[config.mk]
export PLATFORM = sky130hd
export DESIGN_NAME = anchor_label_encoder_core
export DESIGN_NICKNAME = d
export VERILOG_FILES = /design/src/hw/rtl/ale_pkg.sv /design/src/hw/rtl/ale_front.sv /design/src/hw/rtl/ale_queue.sv /design/src/hw/rtl/ale_back.sv /design/src/hw/rtl/anchor_label_encoder_core.sv
export SDC_FILE = /design/constraint.sdc
export NUM_CORES = 1
export LEC_CHECK = 0
export ABC_AREA = 1
export BUFFER_PORTS_ARGS = -buffer_cell sky130_fd_sc_hd__clkbuf_2
export CAP_MARGIN = 20
export CORE_UTILIZATION = 54
export CTS_BUF_LIST = sky130_fd_sc_hd__clkbuf_16
export CTS_CLUSTER_DIAMETER = 50
export DETAILED_ROUTE_END_ITERATION = 7
export GPL_ROUTABILITY_DRIVEN = 1
export GPL_TIMING_DRIVEN = 0
export PLACE_DENSITY = 0.73
export SYNTH_ARGS = -nofsm -noshare
export SYNTH_HDL_FRONTEND = slang
export SYNTH_SLANG_ARGS = --single-unit
[constraint.sdc]
create_clock -name clk -period 3.3 [get_ports clk]
set_input_delay 0.33 -clock clk [delete_from_list [all_inputs] [get_ports clk]]
set_output_delay 0.33 -clock clk [all_outputs]
set_load 0.01 [all_outputs]
[src/hw/rtl/ale_pkg.sv]
package ale_pkg;

    // field and port widths
    localparam int CHAR_W      = 8;
    localparam int CFG_INDEX_W = 2;
    localparam int STEP_W      = 3;

    // default depth of the queue between front and back, a power of two
    localparam int QUEUE_DEPTH = 4;

    // configuration register indexes
    localparam logic [CFG_INDEX_W-1:0] CFG_LABEL_FORMAT = 2'd0;
    localparam logic [CFG_INDEX_W-1:0] CFG_URL_MODE     = 2'd1;

    // character constants
    localparam logic [CHAR_W-1:0] CH_PREFIX     = 8'h4C; // 'L'
    localparam logic [CHAR_W-1:0] CH_DASH       = 8'h2D; // '-'
    localparam logic [CHAR_W-1:0] CH_PERCENT    = 8'h25; // '%'
    localparam logic [CHAR_W-1:0] CH_UNDERSCORE = 8'h5F; // '_'
    localparam logic [CHAR_W-1:0] CH_COLON      = 8'h3A; // ':'
    localparam logic [CHAR_W-1:0] CH_DOT        = 8'h2E; // '.'
    localparam logic [CHAR_W-1:0] CH_SPACE      = 8'h20; // ' '

    // what the back end does with one byte
    typedef enum logic [1:0] {
        OP_COPY,
        OP_DASH,
        OP_ESC
    } op_kind_t;

    // one classified byte, as it travels through the queue
    typedef struct packed {
        logic              prefix;
        op_kind_t          kind;
        logic              html5;
        logic [CHAR_W-1:0] ch;
        logic              last;
    } op_t;

    // queue status seen by the front and the back
    typedef struct packed {
        logic full;
        logic empty;
    } queue_status_t;

    // lower-case hex digit for one nibble
    function automatic logic [CHAR_W-1:0] hex_digit(input logic [3:0] nib);
        logic [CHAR_W-1:0] wide;
        wide = {4'b0000, nib};
        if (nib < 4'd10)
            return 8'h30 + wide;
        else
            return 8'h57 + wide;
    endfunction

endpackage

[src/hw/rtl/ale_front.sv]
module ale_front
(
    input  logic                                clk,
    input  logic                                rst_n,
    // configuration write channel
    input  logic                                cfg_valid,
    output logic                                cfg_ready,
    input  logic [ale_pkg::CFG_INDEX_W-1:0]     cfg_index,
    input  logic                                cfg_data,
    // input beats
    input  logic                                in_valid,
    output logic                                in_stall,
    input  logic [ale_pkg::CHAR_W-1:0]          in_char,
    input  logic                                label_first,
    input  logic                                label_last,
    // queue side
    input  ale_pkg::queue_status_t              q_status,
    output logic                                push,
    output ale_pkg::op_t                        push_op
);

    logic label_format_reg;
    logic label_format_next;
    logic url_mode_reg;
    logic url_mode_next;

    logic is_letter;
    logic is_digit;
    logic is_white;
    logic pass;
    logic html5;

    // configuration registers, always ready
    assign cfg_ready = 1'b1;

    always_comb
    begin
        label_format_next = label_format_reg;
        url_mode_next     = url_mode_reg;
        if (cfg_valid)
        begin
            case (cfg_index)
                ale_pkg::CFG_LABEL_FORMAT: label_format_next = cfg_data;
                ale_pkg::CFG_URL_MODE:     url_mode_next     = cfg_data;
                default: ;
            endcase
        end
    end

    always_ff @(posedge clk or negedge rst_n)
    begin
        if (!rst_n)
        begin
            label_format_reg <= 1'b1;
            url_mode_reg     <= 1'b0;
        end
        else
        begin
            label_format_reg <= label_format_next;
            url_mode_reg     <= url_mode_next;
        end
    end

    // c locale character classes
    assign is_letter = (in_char >= 8'h41 && in_char <= 8'h5A) ||
                       (in_char >= 8'h61 && in_char <= 8'h7A);
    assign is_digit  = in_char >= 8'h30 && in_char <= 8'h39;
    assign is_white  = in_char == ale_pkg::CH_SPACE ||
                       (in_char >= 8'h09 && in_char <= 8'h0D);
    assign html5     = !url_mode_reg;

    assign pass = html5
        ? (is_letter || is_digit || in_char == ale_pkg::CH_UNDERSCORE ||
           in_char == ale_pkg::CH_COLON || in_char == ale_pkg::CH_DOT)
        : !(is_white || in_char == ale_pkg::CH_PERCENT);

    // classify the beat into one queue entry
    always_comb
    begin
        push_op.prefix = label_format_reg && html5 && label_first && !is_letter;
        push_op.html5  = html5;
        push_op.ch     = in_char;
        push_op.last   = label_last;
        if (!label_format_reg || pass)
            push_op.kind = ale_pkg::OP_COPY;
        else if (in_char == ale_pkg::CH_SPACE)
            push_op.kind = ale_pkg::OP_DASH;
        else
            push_op.kind = ale_pkg::OP_ESC;
    end

    // take a beat whenever the queue has room
    assign in_stall = q_status.full;
    assign push     = in_valid && !q_status.full;

endmodule

[src/hw/rtl/ale_queue.sv]
module ale_queue
#(
    parameter int DEPTH = ale_pkg::QUEUE_DEPTH
)
(
    input  logic                   clk,
    input  logic                   rst_n,
    input  logic                   push,
    input  ale_pkg::op_t           push_op,
    input  logic                   pop,
    output ale_pkg::op_t           head_op,
    output ale_pkg::queue_status_t status
);

    localparam int PTR_W = (DEPTH > 1) ? $clog2(DEPTH) : 1;

    ale_pkg::op_t     entry_reg [DEPTH];
    logic [PTR_W:0]   wr_ptr_reg;
    logic [PTR_W:0]   wr_ptr_next;
    logic [PTR_W:0]   rd_ptr_reg;
    logic [PTR_W:0]   rd_ptr_next;

    // full when pointers differ only in the wrap bit
    assign status.empty = wr_ptr_reg == rd_ptr_reg;
    assign status.full  = (wr_ptr_reg[PTR_W-1:0] == rd_ptr_reg[PTR_W-1:0]) &&
                          (wr_ptr_reg[PTR_W] != rd_ptr_reg[PTR_W]);

    assign head_op     = entry_reg[rd_ptr_reg[PTR_W-1:0]];
    assign wr_ptr_next = wr_ptr_reg + (PTR_W+1)'(1);
    assign rd_ptr_next = rd_ptr_reg + (PTR_W+1)'(1);

    // pointers
    always_ff @(posedge clk or negedge rst_n)
    begin
        if (!rst_n)
        begin
            wr_ptr_reg <= '0;
            rd_ptr_reg <= '0;
        end
        else
        begin
            if (push)
                wr_ptr_reg <= wr_ptr_next;
            if (pop)
                rd_ptr_reg <= rd_ptr_next;
        end
    end

    // entry storage
    always_ff @(posedge clk)
    begin
        if (push)
            entry_reg[wr_ptr_reg[PTR_W-1:0]] <= push_op;
    end

endmodule

[src/hw/rtl/ale_back.sv]
module ale_back
(
    input  logic                       clk,
    input  logic                       rst_n,
    // queue side
    input  ale_pkg::queue_status_t     q_status,
    input  ale_pkg::op_t               head_op,
    output logic                       pop,
    // output beats
    output logic                       out_valid,
    input  logic                       out_stall,
    output logic [ale_pkg::CHAR_W-1:0] out_char,
    output logic                       run_last,
    output logic                       label_end
);

    localparam int SW = ale_pkg::STEP_W;

    logic [SW-1:0]              step_reg;
    logic [SW-1:0]              step_next;
    logic                       out_valid_reg;
    logic                       out_valid_next;
    logic [ale_pkg::CHAR_W-1:0] out_char_reg;
    logic                       run_last_reg;
    logic                       label_end_reg;

    logic [SW-1:0]              body_step;
    logic [SW-1:0]              run_len;
    logic                       last_byte;
    logic                       load;
    logic [ale_pkg::CHAR_W-1:0] byte_sel;

    // length of the run for the head entry
    always_comb
    begin
        unique case (head_op.kind)
            ale_pkg::OP_COPY: run_len = SW'(1);
            ale_pkg::OP_DASH: run_len = SW'(1);
            ale_pkg::OP_ESC:  run_len = head_op.html5 ? SW'(4) : SW'(3);
            default:          run_len = SW'(1);
        endcase
        run_len = run_len + SW'(head_op.prefix);
    end

    assign body_step = step_reg - SW'(head_op.prefix);
    assign last_byte = step_reg == run_len - SW'(1);

    // pick the byte for this step
    always_comb
    begin
        byte_sel = head_op.ch;
        if (head_op.prefix && step_reg == '0)
            byte_sel = ale_pkg::CH_PREFIX;
        else
        begin
            unique case (head_op.kind)
                ale_pkg::OP_COPY: byte_sel = head_op.ch;
                ale_pkg::OP_DASH: byte_sel = ale_pkg::CH_DASH;
                ale_pkg::OP_ESC:
                begin
                    case (body_step)
                        SW'(0):  byte_sel = head_op.html5 ? ale_pkg::CH_DASH
                                                          : ale_pkg::CH_PERCENT;
                        SW'(1):  byte_sel = ale_pkg::hex_digit(head_op.ch[7:4]);
                        SW'(2):  byte_sel = ale_pkg::hex_digit(head_op.ch[3:0]);
                        default: byte_sel = ale_pkg::CH_DASH;
                    endcase
                end
                default: byte_sel = head_op.ch;
            endcase
        end
    end

    // load the output register when it is free or being taken
    assign load           = !q_status.empty && (!out_valid_reg || !out_stall);
    assign pop            = load && last_byte;
    assign step_next      = last_byte ? '0 : step_reg + SW'(1);
    assign out_valid_next = load || (out_valid_reg && out_stall);

    always_ff @(posedge clk or negedge rst_n)
    begin
        if (!rst_n)
        begin
            step_reg      <= '0;
            out_valid_reg <= 1'b0;
        end
        else
        begin
            out_valid_reg <= out_valid_next;
            if (load)
                step_reg <= step_next;
        end
    end

    // output payload
    always_ff @(posedge clk)
    begin
        if (load)
        begin
            out_char_reg  <= byte_sel;
            run_last_reg  <= last_byte;
            label_end_reg <= last_byte && head_op.last;
        end
    end

    assign out_valid = out_valid_reg;
    assign out_char  = out_char_reg;
    assign run_last  = run_last_reg;
    assign label_end = label_end_reg;

endmodule

[src/hw/rtl/anchor_label_encoder_core.sv]
// Anchor label encoder: takes one label byte per beat and gives its anchor text one
// byte per beat. A byte gives one output beat when copied or turned into a dash, three
// for a url percent escape, four for an html5 dash-hex escape, plus one for the 'L'
// prefix in html5 label format on a label that does not open with a letter, so 1 to 5
// output bytes per input byte. The back end emits exactly one byte per cycle while
// out_stall is low, from the head of a small queue (DEPTH entries, a power of two of at
// least 2), and that output loop sets the sustained rate. The front end takes a new
// byte in every cycle while the queue has room, and the queue keeps taking bytes while
// an output beat waits. Configuration takes effect for bytes accepted after the write.
module anchor_label_encoder_core
#(
    parameter int DEPTH = ale_pkg::QUEUE_DEPTH
)
(
    input  logic                            clk,
    input  logic                            rst_n,
    input  logic                            cfg_valid,
    output logic                            cfg_ready,
    input  logic [ale_pkg::CFG_INDEX_W-1:0] cfg_index,
    input  logic                            cfg_data,
    input  logic                            in_valid,
    output logic                            in_stall,
    input  logic [ale_pkg::CHAR_W-1:0]      in_char,
    input  logic                            label_first,
    input  logic                            label_last,
    output logic                            out_valid,
    input  logic                            out_stall,
    output logic [ale_pkg::CHAR_W-1:0]      out_char,
    output logic                            run_last,
    output logic                            label_end
);

    ale_pkg::queue_status_t q_status;
    ale_pkg::op_t           push_op;
    ale_pkg::op_t           head_op;
    logic                   push;
    logic                   pop;

    // front end: configuration and classification
    ale_front u_front
    (
        .clk         (clk),
        .rst_n       (rst_n),
        .cfg_valid   (cfg_valid),
        .cfg_ready   (cfg_ready),
        .cfg_index   (cfg_index),
        .cfg_data    (cfg_data),
        .in_valid    (in_valid),
        .in_stall    (in_stall),
        .in_char     (in_char),
        .label_first (label_first),
        .label_last  (label_last),
        .q_status    (q_status),
        .push        (push),
        .push_op     (push_op)
    );

    // queue between front and back
    ale_queue #(.DEPTH(DEPTH)) u_queue
    (
        .clk     (clk),
        .rst_n   (rst_n),
        .push    (push),
        .push_op (push_op),
        .pop     (pop),
        .head_op (head_op),
        .status  (q_status)
    );

    // back end: byte sequencer and output register
    ale_back u_back
    (
        .clk       (clk),
        .rst_n     (rst_n),
        .q_status  (q_status),
        .head_op   (head_op),
        .pop       (pop),
        .out_valid (out_valid),
        .out_stall (out_stall),
        .out_char  (out_char),
        .run_last  (run_last),
        .label_end (label_end)
    );

    // end of label only closes a run
    assert property (@(posedge clk) disable iff (!rst_n)
        out_valid && label_end |-> run_last)
        else $error("label end without run end");

    // queue is never both full and empty
    assert property (@(posedge clk) disable iff (!rst_n)
        !(q_status.full && q_status.empty))
        else $error("queue full and empty at once");

    // a run in progress keeps the output busy
    assert property (@(posedge clk) disable iff (!rst_n)
        out_valid && !out_stall && !run_last |=> out_valid)
        else $error("gap inside an escape run");

    // nothing is popped from an empty queue
    assert property (@(posedge clk) disable iff (!rst_n)
        pop |-> !q_status.empty)
        else $error("pop from empty queue");

endmodule

==> summary.md, run 1 <==
| Metric | Value |
|---|---|
| Outcome | finished clean |
| Pre-CTS setup slack | 209 ps |
| Worst setup margin | 206 ps |
| Worst-path clk slew | 60 ps |
| Hold Crit Class | in2reg |
| Pleak | 2.02 nW |
| Final number of setup-violating endpoints | 0 |
| Vias | 2836 |
| Hold_sp | cfg_valid |
| R2R setup slack | 210 ps |
| Largest cells by area after synthesis | edfxtp_1, nand2_1, dfrtp_1, nand3_1, ha_1 |
| Largest net degree at the start of global routing | 20 |
| Synth area leader | edfxtp_1 |
| Vias in the first global route | 2803 |
| Crit end category | flip-flop |
| Worst-path cell chain | inv_2 > buf_6 > buf_6 > nand2_1 > a32oi_1 > inv_1 > ha_1 > inv_1 > nor2_4 > ha_1 > ha_1 > xnor2_1 > xor2_2 > nand2_2 > clkinv_4 > nand2_4 > nand2_1 > nand2_1 |
| Number of flops mapped to enable cells by yosys | 62 |
| Asr flop ratio synth | 0.162 |
| Slowest-stage cell, CP | dfrtp_1 |
| WP data arrival | 3320 ps |
| Slowest cell delay on critical path | 430 ps |
| CTS Buffer Depth | 2 |
| 1st-pass router iterations | 4 |
| FP Rows | 30 |
| Share of cells above drive strength 1 | 0.177 |
| N_diodes | 0 |
| Kind of critical path | reg2reg |
| Worst slew pin tran | 761 ps |
| GRT Resource Usage Total | 0.243 |
| Cts bufs inserted | 9 |
| Remaining DRCs | 0 |
| Setup Fix Bufs, Post-CTS | 0 |
| FF+latch count, synth | 74 |
| CP required | 3520 ps |
| Root Driver | clkbuf_16 |
| Fillers | 554 |
| Area growth syn-to-layout | 16.1% |
| TritonCTS clock tree | built |
| Mapped Cells | 401 |
| Die area | 7500 um2 |
| Die W | 86.6 um |
| Met2 usage | 0.408 |
| Fmax | 323 MHz |
| Final Hold Vio Count | 0 |
| Reg2Reg Capture Point | u_queue.rd_ptr_reg[0] |
| Worst hold stages | 2 |
| Skew final | 7.04 ps |
| Post-synthesis sequential area ratio | 0.560 |
| Slew margin rel. | 0.491 |
| Fin crit share | 0.938 |
| Slew Limit Fails | 0 |
| Final TNS setup | 0 ps |
| Most common cell in the netlist | nand2_1 |
| Initial antenna violation count | 0 |
| Top_reg_cell synth | edfxtp_1 |
| I/O pins | 31 |
| Avg Cell Area, Syn | 9.63 um2 |
| Area share of the largest cell type after synthesis | 0.482 |
| CTS resizes | 0 |
| Met1 Use GR | 0.301 |
| Reg-to-reg startpoint | u_queue.rd_ptr_reg[0] |
| Warnings from Yosys | 0 |
| # port buffers | 29 |
| Starting Density | 0.562 |
| Period minus WS final | 3090 ps |
| Post-route ant nets | 0 |
| Max-Cap Viols | 0 |
| Syn Std Cell Area | 3860 um2 |
| Hold Path Sink | u_front.label_format_reg |
| Worst IR Drop VDD | 0.536 mV |
| Net Count, Synth | 434 |
| # clock sinks | 74 |
| Vias per cell | 5.18 |
| Total congestion overflow | 0 |
| R2R depth | 18 |
| Max FFs per register | 52 |
| GR Util met3 | 0.0543 |
| Number of distinct library cells after synthesis | 37 |
| H-Tree Depth | 3 |
| Final net count | 479 |
| Cts hold-fix bufs | 1 |
| Worst-Skew Late Latency | 330 ps |
| Dpl hpwl | 5.67 mm |
| Synth cell count leaders | nand2_1, edfxtp_1, inv_1, nand3_1, nor2_1 |
| First-pass GRT wire length | 13.4 mm |
| RD Place Congestion | 0.875 |
| Final wirelength | 7.90 mm |
| Die height | 86.6 um |
| Starting DRT DRC Count | 213 |
| Busiest grt layer | met2 |
| RSZ-0062 raised after global routing | no |
| CP Launch Type | flip-flop |
| Core area | 6870 um2 |
| WL/cell | 14.4 um |
| PD cells | 1060 nW/um2 |
| Maximum fanout along the worst path | 10 |
==> worst max-delay path, delay by kind of cell, from the launching register on <==
family | cells | cell delay (ps)
AO/OA/AOI/OAI | 1 | 310
AND/OR/NAND/NOR | 6 | 400
XOR/XNOR | 2 | 410
buffers and inverters | 6 | 790
adder cells (fa/ha/maj) | 3 | 630
flip-flops | 1 | 430
==> cell type report <==
cell class / instances / area [um2] / share of cell area
clock inverter: 7 / 75.1 / 0.0167
timing repair buffer: 34 / 200 / 0.0447
sequential: 74 / 2160 / 0.483
buffer: 9 / 83.8 / 0.0187
inverter: 51 / 196 / 0.0438
tap: 96 / 120 / 0.0268
multi-input combinational: 267 / 1420 / 0.316
clock buffer: 9 / 225 / 0.0502
==> through the flow <==
stage / cells / hold slack, ps / cell area (um2) / utilization / total power [W]
6_report: 547 / 173 / 4480 / 0.653 / 0.00473
5_1_grt: 547 / 202 / 4480 / 0.653 / 0.00511
4_1_cts: 547 / 166 / 4480 / 0.653 / 0.00476
3_5_place_dp: 530 / 246 / 4170 / 0.607 / 0.00376
3_3_place_gp: 526 / 239 / 4130 / 0.601 / 0.00366
2_1_floorplan: 401 / 34.4 / 3860 / - / 0.00317
==> cell families (layout without fill, tap and decap cells) <==
group,after synthesis,after routing,share of synthesized area
and+or+nand+nor,205,205,0.239
adders and majority gates,15,15,0.0486
other,1,1,0.000971
buffers and inverters,60,110,0.0726
DFF,74,74,0.560
xor gates and xnor gates,11,11,0.0269
AOI/OAI and AO/OA,35,35,0.0515
==> how the worst max path moves through the flow <==
stage | start | end
global placement | u_queue.rd_ptr_reg[0] | u_queue.rd_ptr_reg[1]
floorplan | u_queue.rd_ptr_reg[0] | u_queue.rd_ptr_reg[2]
CTS | u_queue.rd_ptr_reg[0] | u_queue.rd_ptr_reg[2]
finish | u_queue.rd_ptr_reg[0] | u_queue.rd_ptr_reg[0]
detailed placement | u_queue.rd_ptr_reg[0] | u_queue.rd_ptr_reg[1]
global route | u_queue.rd_ptr_reg[0] | u_queue.rd_ptr_reg[1]
==> cells in the final DEF, fill, tap and decap left out, types with 3 or more instances in the layout <==
master,netlist,layout
a21oi_1,10,10
buf_4,3,3
buf_6,5,9
clkbuf_16,0,9
clkbuf_2,0,29
dfrtp_1,11,11
edfxtp_1,62,62
ha_1,15,15
inv_1,46,46
inv_2,4,4
nand2_1,107,107
nand2_2,5,5
nand2_4,4,4
nand3_1,44,44
nand3b_1,3,3
nand4_1,3,3
nor2_1,26,26
nor3_1,5,5
o21ai_0,15,15
o21ai_1,3,3
xnor2_1,6,6
xor2_1,4,4
==> layer usage <==
metal / share of wire / routed length (um) / vias up
li1: - / - / 1422
met1: 0.44 / 3500 / 1327
met2: 0.50 / 3940 / 77
met3: 0.043 / 339 / 10
met4: 0.015 / 120 / 0
met5: 0 / 0 / -
==> power breakdown <==
part           internal, W  switching, W  total (W)
Sequential         0.00137      0.000102    0.00147
Combinational     0.000801       0.00148    0.00228
Clock             0.000589      0.000391   0.000980
Note: power is estimated with default switching activity, not from simulation.
==> run 2: changes to the inputs <==
--- a/config.mk
+++ b/config.mk
@@ -5,7 +5,6 @@
 export SDC_FILE = /design/constraint.sdc
 export NUM_CORES = 1
 export LEC_CHECK = 0
-export ABC_AREA = 1
 export BUFFER_PORTS_ARGS = -buffer_cell sky130_fd_sc_hd__clkbuf_2
 export CAP_MARGIN = 20
 export CORE_UTILIZATION = 54
==> summary.md, run 2 <==
| Metric | Value |
|---|---|
| TritonCTS clock tree | built |
| FP Rows | 29 (-3.3%) |
| RD Place Congestion | 0.882 (+0.81%) |
| Worst-Skew Late Latency | 330 ps (about the same) |
| Final Hold Vio Count | 0 (unchanged) |
| Avg Cell Area, Syn | 14.1 um2 (+46%) |
| Reg-to-reg startpoint | u_queue.rd_ptr_reg[1] |
| Post-Synth Simple-Gate Area | 0.112 (-0.128) |
| Maximum fanout along the worst path | 10 (unchanged) |
| Pleak | 1.61 nW (-20%) |
| Post-route ant nets | 0 (unchanged) |
| Share of cells above drive strength 1 | 0.225 (+0.0478) |
| Hold_sp | label_last |
| RSZ-0062 raised after global routing | no |
| GRT Resource Usage Total | 0.194 (-0.0492) |
| Hold Crit Class | in2reg |
| Number of flops mapped to enable cells by yosys | 62 (unchanged) |
| Max-Cap Viols | 0 (unchanged) |
| Die W | 83.7 um (-3.3%) |
| WHS | 227 ps (+53.9 ps) |
| Compound-cell area share of the yosys netlist | 0.0666 (+0.0151) |
| H-Tree Depth | 3 (unchanged) |
| Final wirelength | 6.05 mm (-23%) |
| Max FFs per register | 52 (unchanged) |
| Kind of critical path | reg2reg |
| Adder-Cell Fraction of Synth Area | 0.0520 (+0.00342) |
| CTS Buffer Depth | 2 (unchanged) |
| Starting Density | 0.565 (+0.00275) |
| Warnings from Yosys | 0 (unchanged) |
| Slew margin rel. | 0.451 (-0.0392) |
| 1st-pass router iterations | 4 (unchanged) |
| Worst slew pin tran | 823 ps (+61.7 ps) |
| Final number of setup-violating endpoints | 0 (unchanged) |
| Dpl hpwl | 4.19 mm (-26%) |
| Vias per cell | 5.78 (+11%) |
| Worst Setup SP | u_queue.rd_ptr_reg[1] |
| Die area | 7010 um2 (-6.4%) |
| Mux contribution to synthesized area | 0.102 (+0.102) |
| Outcome | finished clean |
| First-pass GRT wire length | 10.2 mm (-23%) |
| FF+latch count, synth | 74 (unchanged) |
| Commonest non-fill, non-tap cells in the layout | edfxtp_1, clkbuf_2, inv_1, nand2_1, ha_1 |
| Area share of the largest cell type after synthesis | 0.516 (+0.0339) |
| Fillers | 459 (-17%) |
| Most common cell in the netlist | edfxtp_1 |
| Skew final | 6.82 ps (-0.223 ps) |
| Slew Limit Fails | 0 (unchanged) |
| Number of distinct library cells after synthesis | 51 (+38%) |
| Register area | 2160 um2 (unchanged) |
| Die height | 83.7 um (-3.3%) |
| Mapped Cells | 256 (-36%) |
| CP Launch Type | flip-flop |
| CP required | 3510 ps (about the same) |
| Largest net degree at the start of global routing | 18 (-10%) |
| Post-synthesis sequential area ratio | 0.600 (+0.0394) |
| Main combinational cell family by area after synthesis | simple AND/OR/NAND/NOR gates |
| Vias in the first global route | 2116 (-25%) |
| Core area | 6390 um2 (-7.0%) |
| Synth area leader | edfxtp_1 |
| # port buffers | 29 (unchanged) |
| Multi-input logic area | 1340 um2 (-5.4%) |
| Root Driver | clkbuf_16 |
| Top_reg_cell synth | edfxtp_1 |
| Fmax | 321 MHz (-0.71%) |
| Total congestion overflow | 0 (unchanged) |
| Synth Area in XOR/XNOR | 0.0388 (+0.0119) |
| Net Count, Synth | 289 (-33%) |
| Vias | 2190 (-23%) |
| Starting DRT DRC Count | 76 (-64%) |
| N_diodes | 0 (unchanged) |
| I/O pins | 31 (unchanged) |
| Synth cell count leaders | edfxtp_1, nand2_1, ha_1, inv_1, xnor2_1 |
| Initial antenna violation count | 0 (unchanged) |
| Cts bufs inserted | 9 (unchanged) |
| Final TNS setup | 0 ps (unchanged) |
| Worst-path clk slew | 60 ps (about the same) |
| Period minus WS final | 3120 ps (+22.1 ps) |
| Crit end category | flip-flop |
| Worst IR Drop VDD | 0.757 mV (+41%) |
| WL/cell | 16.0 um (+11%) |
| Remaining DRCs | 0 (unchanged) |
| Final net count | 330 (-31%) |
| Largest cells by area after synthesis | edfxtp_1, dfrtp_1, mux4_2, ha_1, xnor2_1 |
| Commonest non-fill, non-tap cell in the layout | edfxtp_1 |
| Fin crit share | 0.944 (+0.00669) |
| Syn Std Cell Area | 3610 um2 (-6.6%) |
| PD cells | 1090 nW/um2 (+2.8%) |
| Asr flop ratio synth | 0.162 (unchanged) |
| # clock sinks | 74 (unchanged) |
| WP data arrival | 3330 ps (about the same) |
| Area growth syn-to-layout | 15.1% |
## run 2: cell types whose count changed after synthesis, sizes merged, moves of 6 or more
cell    delta
nand2     -98
nand3     -41
inv       -35
nor2      -19
mux4      +13
o21ai      -8
nand2b     +7
and2       +6
xnor2      +6
## run 2: metal layers
layer / GRT usage / share of wire
met3: 0.0593 / 0.052
met1: 0.258 / 0.45
met2: 0.304 / 0.48
met4: 0.0693 / 0.014
met5: 0 / 0
## run 2: stage by stage
stage	util	total power, W	cells	setup slack (ps)	area, um2
5_1_grt	0.650	0.00482	379	5.31	4150
3_3_place_gp	0.603	0.00353	362	131	3850
4_1_cts	0.651	0.00452	379	78.1	4160
6_report	0.650	0.00451	379	184	4150
2_1_floorplan	-	0.00309	256	411	3610
3_5_place_dp	0.603	0.00355	362	109	3850
## run 2: final cells by class
type | instances | area share
Clock inverter | 7 | 0.0169
Tap cell | 77 | 0.0232
Sequential cell | 74 | 0.521
Multi-Input combinational cell | 160 | 0.323
Inverter | 15 | 0.0136
Clock buffer | 9 | 0.0542
Buffer | 6 | 0.00904
Timing Repair Buffer | 31 | 0.0392
## run 2: kinds of logic (layout without fill, tap and decap cells)
kind of cell             Yosys count  after routing
AO/OA/AOI/OAI                     36             36
XOR/XNOR                          16             16
adder cells (fa/ha/maj)           15             15
buffers and inverters             22             68
flip-flops                        74             74
multiplexers                      19             19
other                              1              1
AND/OR/NAND/NOR                   73             73
## run 2: final timing paths
check,endpoint,cells past startpoint,slack [ps]
worst max-delay path,u_queue.rd_ptr_reg[1],12,180
worst min-delay path,u_queue.entry_reg[1][0],1,230
worst max register to register,u_queue.rd_ptr_reg[1],12,180
worst min register to register,u_queue.wr_ptr_reg[2],1,490
max in group asynchronous,u_front.label_format_reg,2,2590
min in group asynchronous,u_queue.wr_ptr_reg[0],2,420
## run 2: worst max-delay path, stage by stage, from the launching register on
cell	delay, ps
dfrtp_1	530
clkbuf_4	320
mux4_2	350
ha_1	250
nand2_1	110
inv_1	50
ha_1	170
ha_1	190
xor2_1	150
xnor2_1	180
nor3_4	270
nand2_2	110
mux2_4	320
## run 2: repair_timing
item / in CTS / in global routing
setup buffers: 0 / 1
endpoints found under the hold margin: 11 / 0
gates resized for setup: 0 / 1
hold buffers: 1 / 0
setup endpoints to repair: 0 / 1
## run 2: power breakdown
part | internal (W) | leakage (nW) | switching [W]
Combinational | 0.000890 | 0.735 | 0.00116
Clock | 0.000585 | 0.151 | 0.000373
Sequential | 0.00139 | 0.720 | 0.000111
==> run 3: changes to the inputs <==
--- a/config.mk
+++ b/config.mk
@@ -7,6 +7,7 @@
 export LEC_CHECK = 0
 export BUFFER_PORTS_ARGS = -buffer_cell sky130_fd_sc_hd__clkbuf_2
 export CAP_MARGIN = 20
+export CORE_MARGIN = 5
 export CORE_UTILIZATION = 54
 export CTS_BUF_LIST = sky130_fd_sc_hd__clkbuf_16
 export CTS_CLUSTER_DIAMETER = 50
@@ -16,4 +17,5 @@
 export PLACE_DENSITY = 0.73
 export SYNTH_ARGS = -nofsm -noshare
 export SYNTH_HDL_FRONTEND = slang
+export SYNTH_HIERARCHICAL = 1
 export SYNTH_SLANG_ARGS = --single-unit
==> summary.md, run 3 <==
| Metric | Value |
|---|---|
| Most common cell in the netlist | edfxtp_1 |
| Worst-path clk slew | 60 ps (about the same) |
| Vias in the first global route | 2164 (+2.3%) |
| Reg-to-reg startpoint | u_queue/rd_ptr_reg[0] |
| Final net count | 331 (+0.30%) |
| Hold_sp | label_last |
| Number of flops mapped to enable cells by yosys | 62 (unchanged) |
| Max FFs per register | 52 (unchanged) |
| Pleak | 1.67 nW (+3.9%) |
| Fin crit share | 0.959 (+0.0144) |
| Pre-CTS setup slack | -206 ps (-315 ps) |
| Worst slew pin tran | 720 ps (-103 ps) |
| WHS | 202 ps (-25.6 ps) |
| Commonest non-fill, non-tap cells in the layout | edfxtp_1, clkbuf_2, inv_1 |
| WP data arrival | 3380 ps (+50 ps) |
| Warnings from Yosys | 6 (+6) |
| GRT Resource Usage Total | 0.166 (-0.0278) |
| 1st-pass router iterations | 4 (unchanged) |
| Largest net degree at the start of global routing | 15 (-3) |
| I/O pins | 31 (unchanged) |
| Remaining DRCs | 0 (unchanged) |
| Fmax | 316 MHz (-1.5%) |
| Fillers | 493 (+7.4%) |
| Die area | 8620 um2 (+23%) |
| Mapped Cells | 257 (+0.39%) |
| Avg Cell Area, Syn | 14.4 um2 (+2.3%) |
| Final wirelength | 6.46 mm (+6.7%) |
| Worst IR Drop VDD | 0.546 mV (-28%) |
| R2R depth | 11 (-1) |
| Final Power | 0.00467 W (+3.5%) |
| CTS Buffer Depth | 2 (unchanged) |
| Outcome | finished clean |
| Area share of the largest cell type after synthesis | 0.503 (-0.0134) |
| Core area | 6720 um2 (+5.2%) |
| CP required | 3520 ps (about the same) |
| RSZ-0062 raised after global routing | no |
| Asr flop ratio synth | 0.162 (unchanged) |
| Vias | 2179 (-0.50%) |
| TritonCTS clock tree | built |
| Worst-Skew Late Latency | 330 ps (about the same) |
| Slew Limit Fails | 0 (unchanged) |
| First-pass GRT wire length | 10.7 mm (+4.6%) |
| Slew margin rel. | 0.520 (+0.0690) |
| Total congestion overflow | 0 (unchanged) |
| Dpl hpwl | 4.44 mm (+6.0%) |
| Initial antenna violation count | 0 (unchanged) |
| Area growth syn-to-layout | 16.2% |
| # clock sinks | 74 (unchanged) |
| Post-synthesis sequential area ratio | 0.584 (-0.0156) |
| Cts bufs inserted | 9 (unchanged) |
| Final number of setup-violating endpoints | 0 (unchanged) |
| Final TNS setup | 0 ps (unchanged) |
| N_diodes | 0 (unchanged) |
| Die W | 92.8 um (+11%) |
| Starting DRT DRC Count | 119 (+57%) |
| Worst hold stages | 1 (unchanged) |
| Post-layout util | 0.641 (-0.00950) |
| FF+latch count, synth | 74 (unchanged) |
| Top_reg_cell synth | edfxtp_1 |
| Post-route ant nets | 0 (unchanged) |
| Hold Path Sink | u_queue/entry_reg[0][0] |
| Skew final | 6.10 ps (-0.720 ps) |
| Syn Std Cell Area | 3700 um2 (+2.7%) |
| Hold Crit Class | in2reg |
| Synth area leader | edfxtp_1 |
| Root Driver | clkbuf_16 |
| Commonest non-fill, non-tap cell in the layout | edfxtp_1 |
| Period minus WS final | 3160 ps (+47.6 ps) |
| # port buffers | 28 (-3.4%) |
| Die height | 92.8 um (+11%) |
| R2R setup slack | 140 ps (-50 ps) |
| WL/cell | 16.9 um (+5.6%) |
| Number of distinct library cells after synthesis | 55 (+7.8%) |
| Vias per cell | 5.69 (-1.5%) |
| Net Count, Synth | 290 (+0.35%) |
| Share of cells above drive strength 1 | 0.284 (+0.0587) |
| RD Place Congestion | 0.828 (-6.1%) |
| Maximum fanout along the worst path | 10 (unchanged) |
| Worst setup margin | 136 ps (-47.6 ps) |
| Final Hold Vio Count | 0 (unchanged) |
| Synth cell count leaders | edfxtp_1, ha_1, inv_1, buf_4, dfrtp_1 |
| PD cells | 1080 nW/um2 (-0.15%) |
| H-Tree Depth | 3 (unchanged) |
| Kind of critical path | reg2reg |
| CP Launch Type | flip-flop |
| Starting Density | 0.551 (-0.0137) |
| Max-Cap Viols | 0 (unchanged) |
| Reg2Reg Capture Point | u_queue/rd_ptr_reg[1] |
| FP Rows | 30 (+3.4%) |
| Crit end category | flip-flop |
| Largest cells by area after synthesis | edfxtp_1, dfrtp_1, ha_1, mux4_2, mux4_1 |
## run 3: cell count changes in the layout (fill, tap and decap cells not counted), sizes merged, moves of 3 or more
cell and change:
a211oi +5, buf +14, clkbuf -3, nand2 -8
nand3 -3, nand3b -3, xnor2 -4, xor2 +3
## run 3: final cells by class
cell class | count | area [um2] | share of cell area
Clock buffer | 9 | 225 | 0.0523
Sequential cell | 74 | 2160 | 0.502
Clock inverter | 7 | 93.8 | 0.0218
Timing Repair Buffer | 30 | 158 | 0.0366
Inverter | 15 | 56.3 | 0.0131
Buffer | 18 | 139 | 0.0322
Tap cell | 80 | 100 | 0.0232
Multi-Input combinational cell | 150 | 1370 | 0.318
## run 3: routing by layer
layer	routed length, um	global-route usage
met5	0	0
met3	317	0.0447
met2	3220	0.272
met1	2790	0.206
met4	125	0.0757
## run 3: worst max-delay path, cell delays in order (launching register included)
cell and delay (ps):
dfrtp_1 360, buf_6 160, buf_12 160, mux4_2 530, ha_2 230, and2_2 200, ha_1 180, ha_1 200
xnor2_2 150, xnor2_2 180, nor4_4 310, mux2_2 370
## run 3: cell families (layout without fill, tap and decap cells)
family,count (synthesis),after routing,share of synthesized area
flip-flops,74,74,0.584
AND/OR/NAND/NOR,61,61,0.0976
AO/OA/AOI/OAI,39,39,0.0709
buffers and inverters,33,79,0.0527
multiplexers,19,19,0.102
adder cells (fa/ha/maj),15,15,0.0507
XOR/XNOR,15,15,0.0415
other,1,1,0.00101
## run 3: per-stage QoR
| stage | cell area (um2) | instances |
|---|---|---|
| 3_5_place_dp | 3950 | 365 |
| 4_1_cts | 4290 | 382 |
| 2_1_floorplan | 3700 | 257 |
| 5_1_grt | 4310 | 383 |
| 6_report | 4310 | 383 |
| 3_3_place_gp | 3950 | 365 |
## run 3: power by group
| group | leakage [nW] | total [W] | internal [W] | switching, W |
|---|---|---|---|---|
| Clock | 0.153 | 0.00101 | 0.000659 | 0.000356 |
| Sequential | 0.718 | 0.00151 | 0.00139 | 0.000114 |
| Combinational | 0.797 | 0.00215 | 0.000941 | 0.00121 |
## run 3: worst max-delay path by stage
stage / start / end / cells after the start
finish: u_queue/rd_ptr_reg[0] / u_queue/rd_ptr_reg[1] / 11
global route: u_queue/rd_ptr_reg[0] / u_queue/rd_ptr_reg[1] / 11
global placement: u_queue/rd_ptr_reg[0] / u_queue/rd_ptr_reg[1] / 11
CTS: u_queue/rd_ptr_reg[0] / u_queue/rd_ptr_reg[1] / 10
floorplan: u_queue/rd_ptr_reg[0] / u_queue/rd_ptr_reg[1] / 10
detailed placement: u_queue/rd_ptr_reg[0] / u_queue/rd_ptr_reg[1] / 11
## run 3: what timing repair did
action                                 in CTS  in global routing
hold buffers                                1                  0
setup buffers                               0                  1
resized for setup                           2                  2
endpoints found under the hold margin      11                  0
pin swaps                                   0                  1
setup endpoints to repair                   2                  2
cloned                                      0                  0
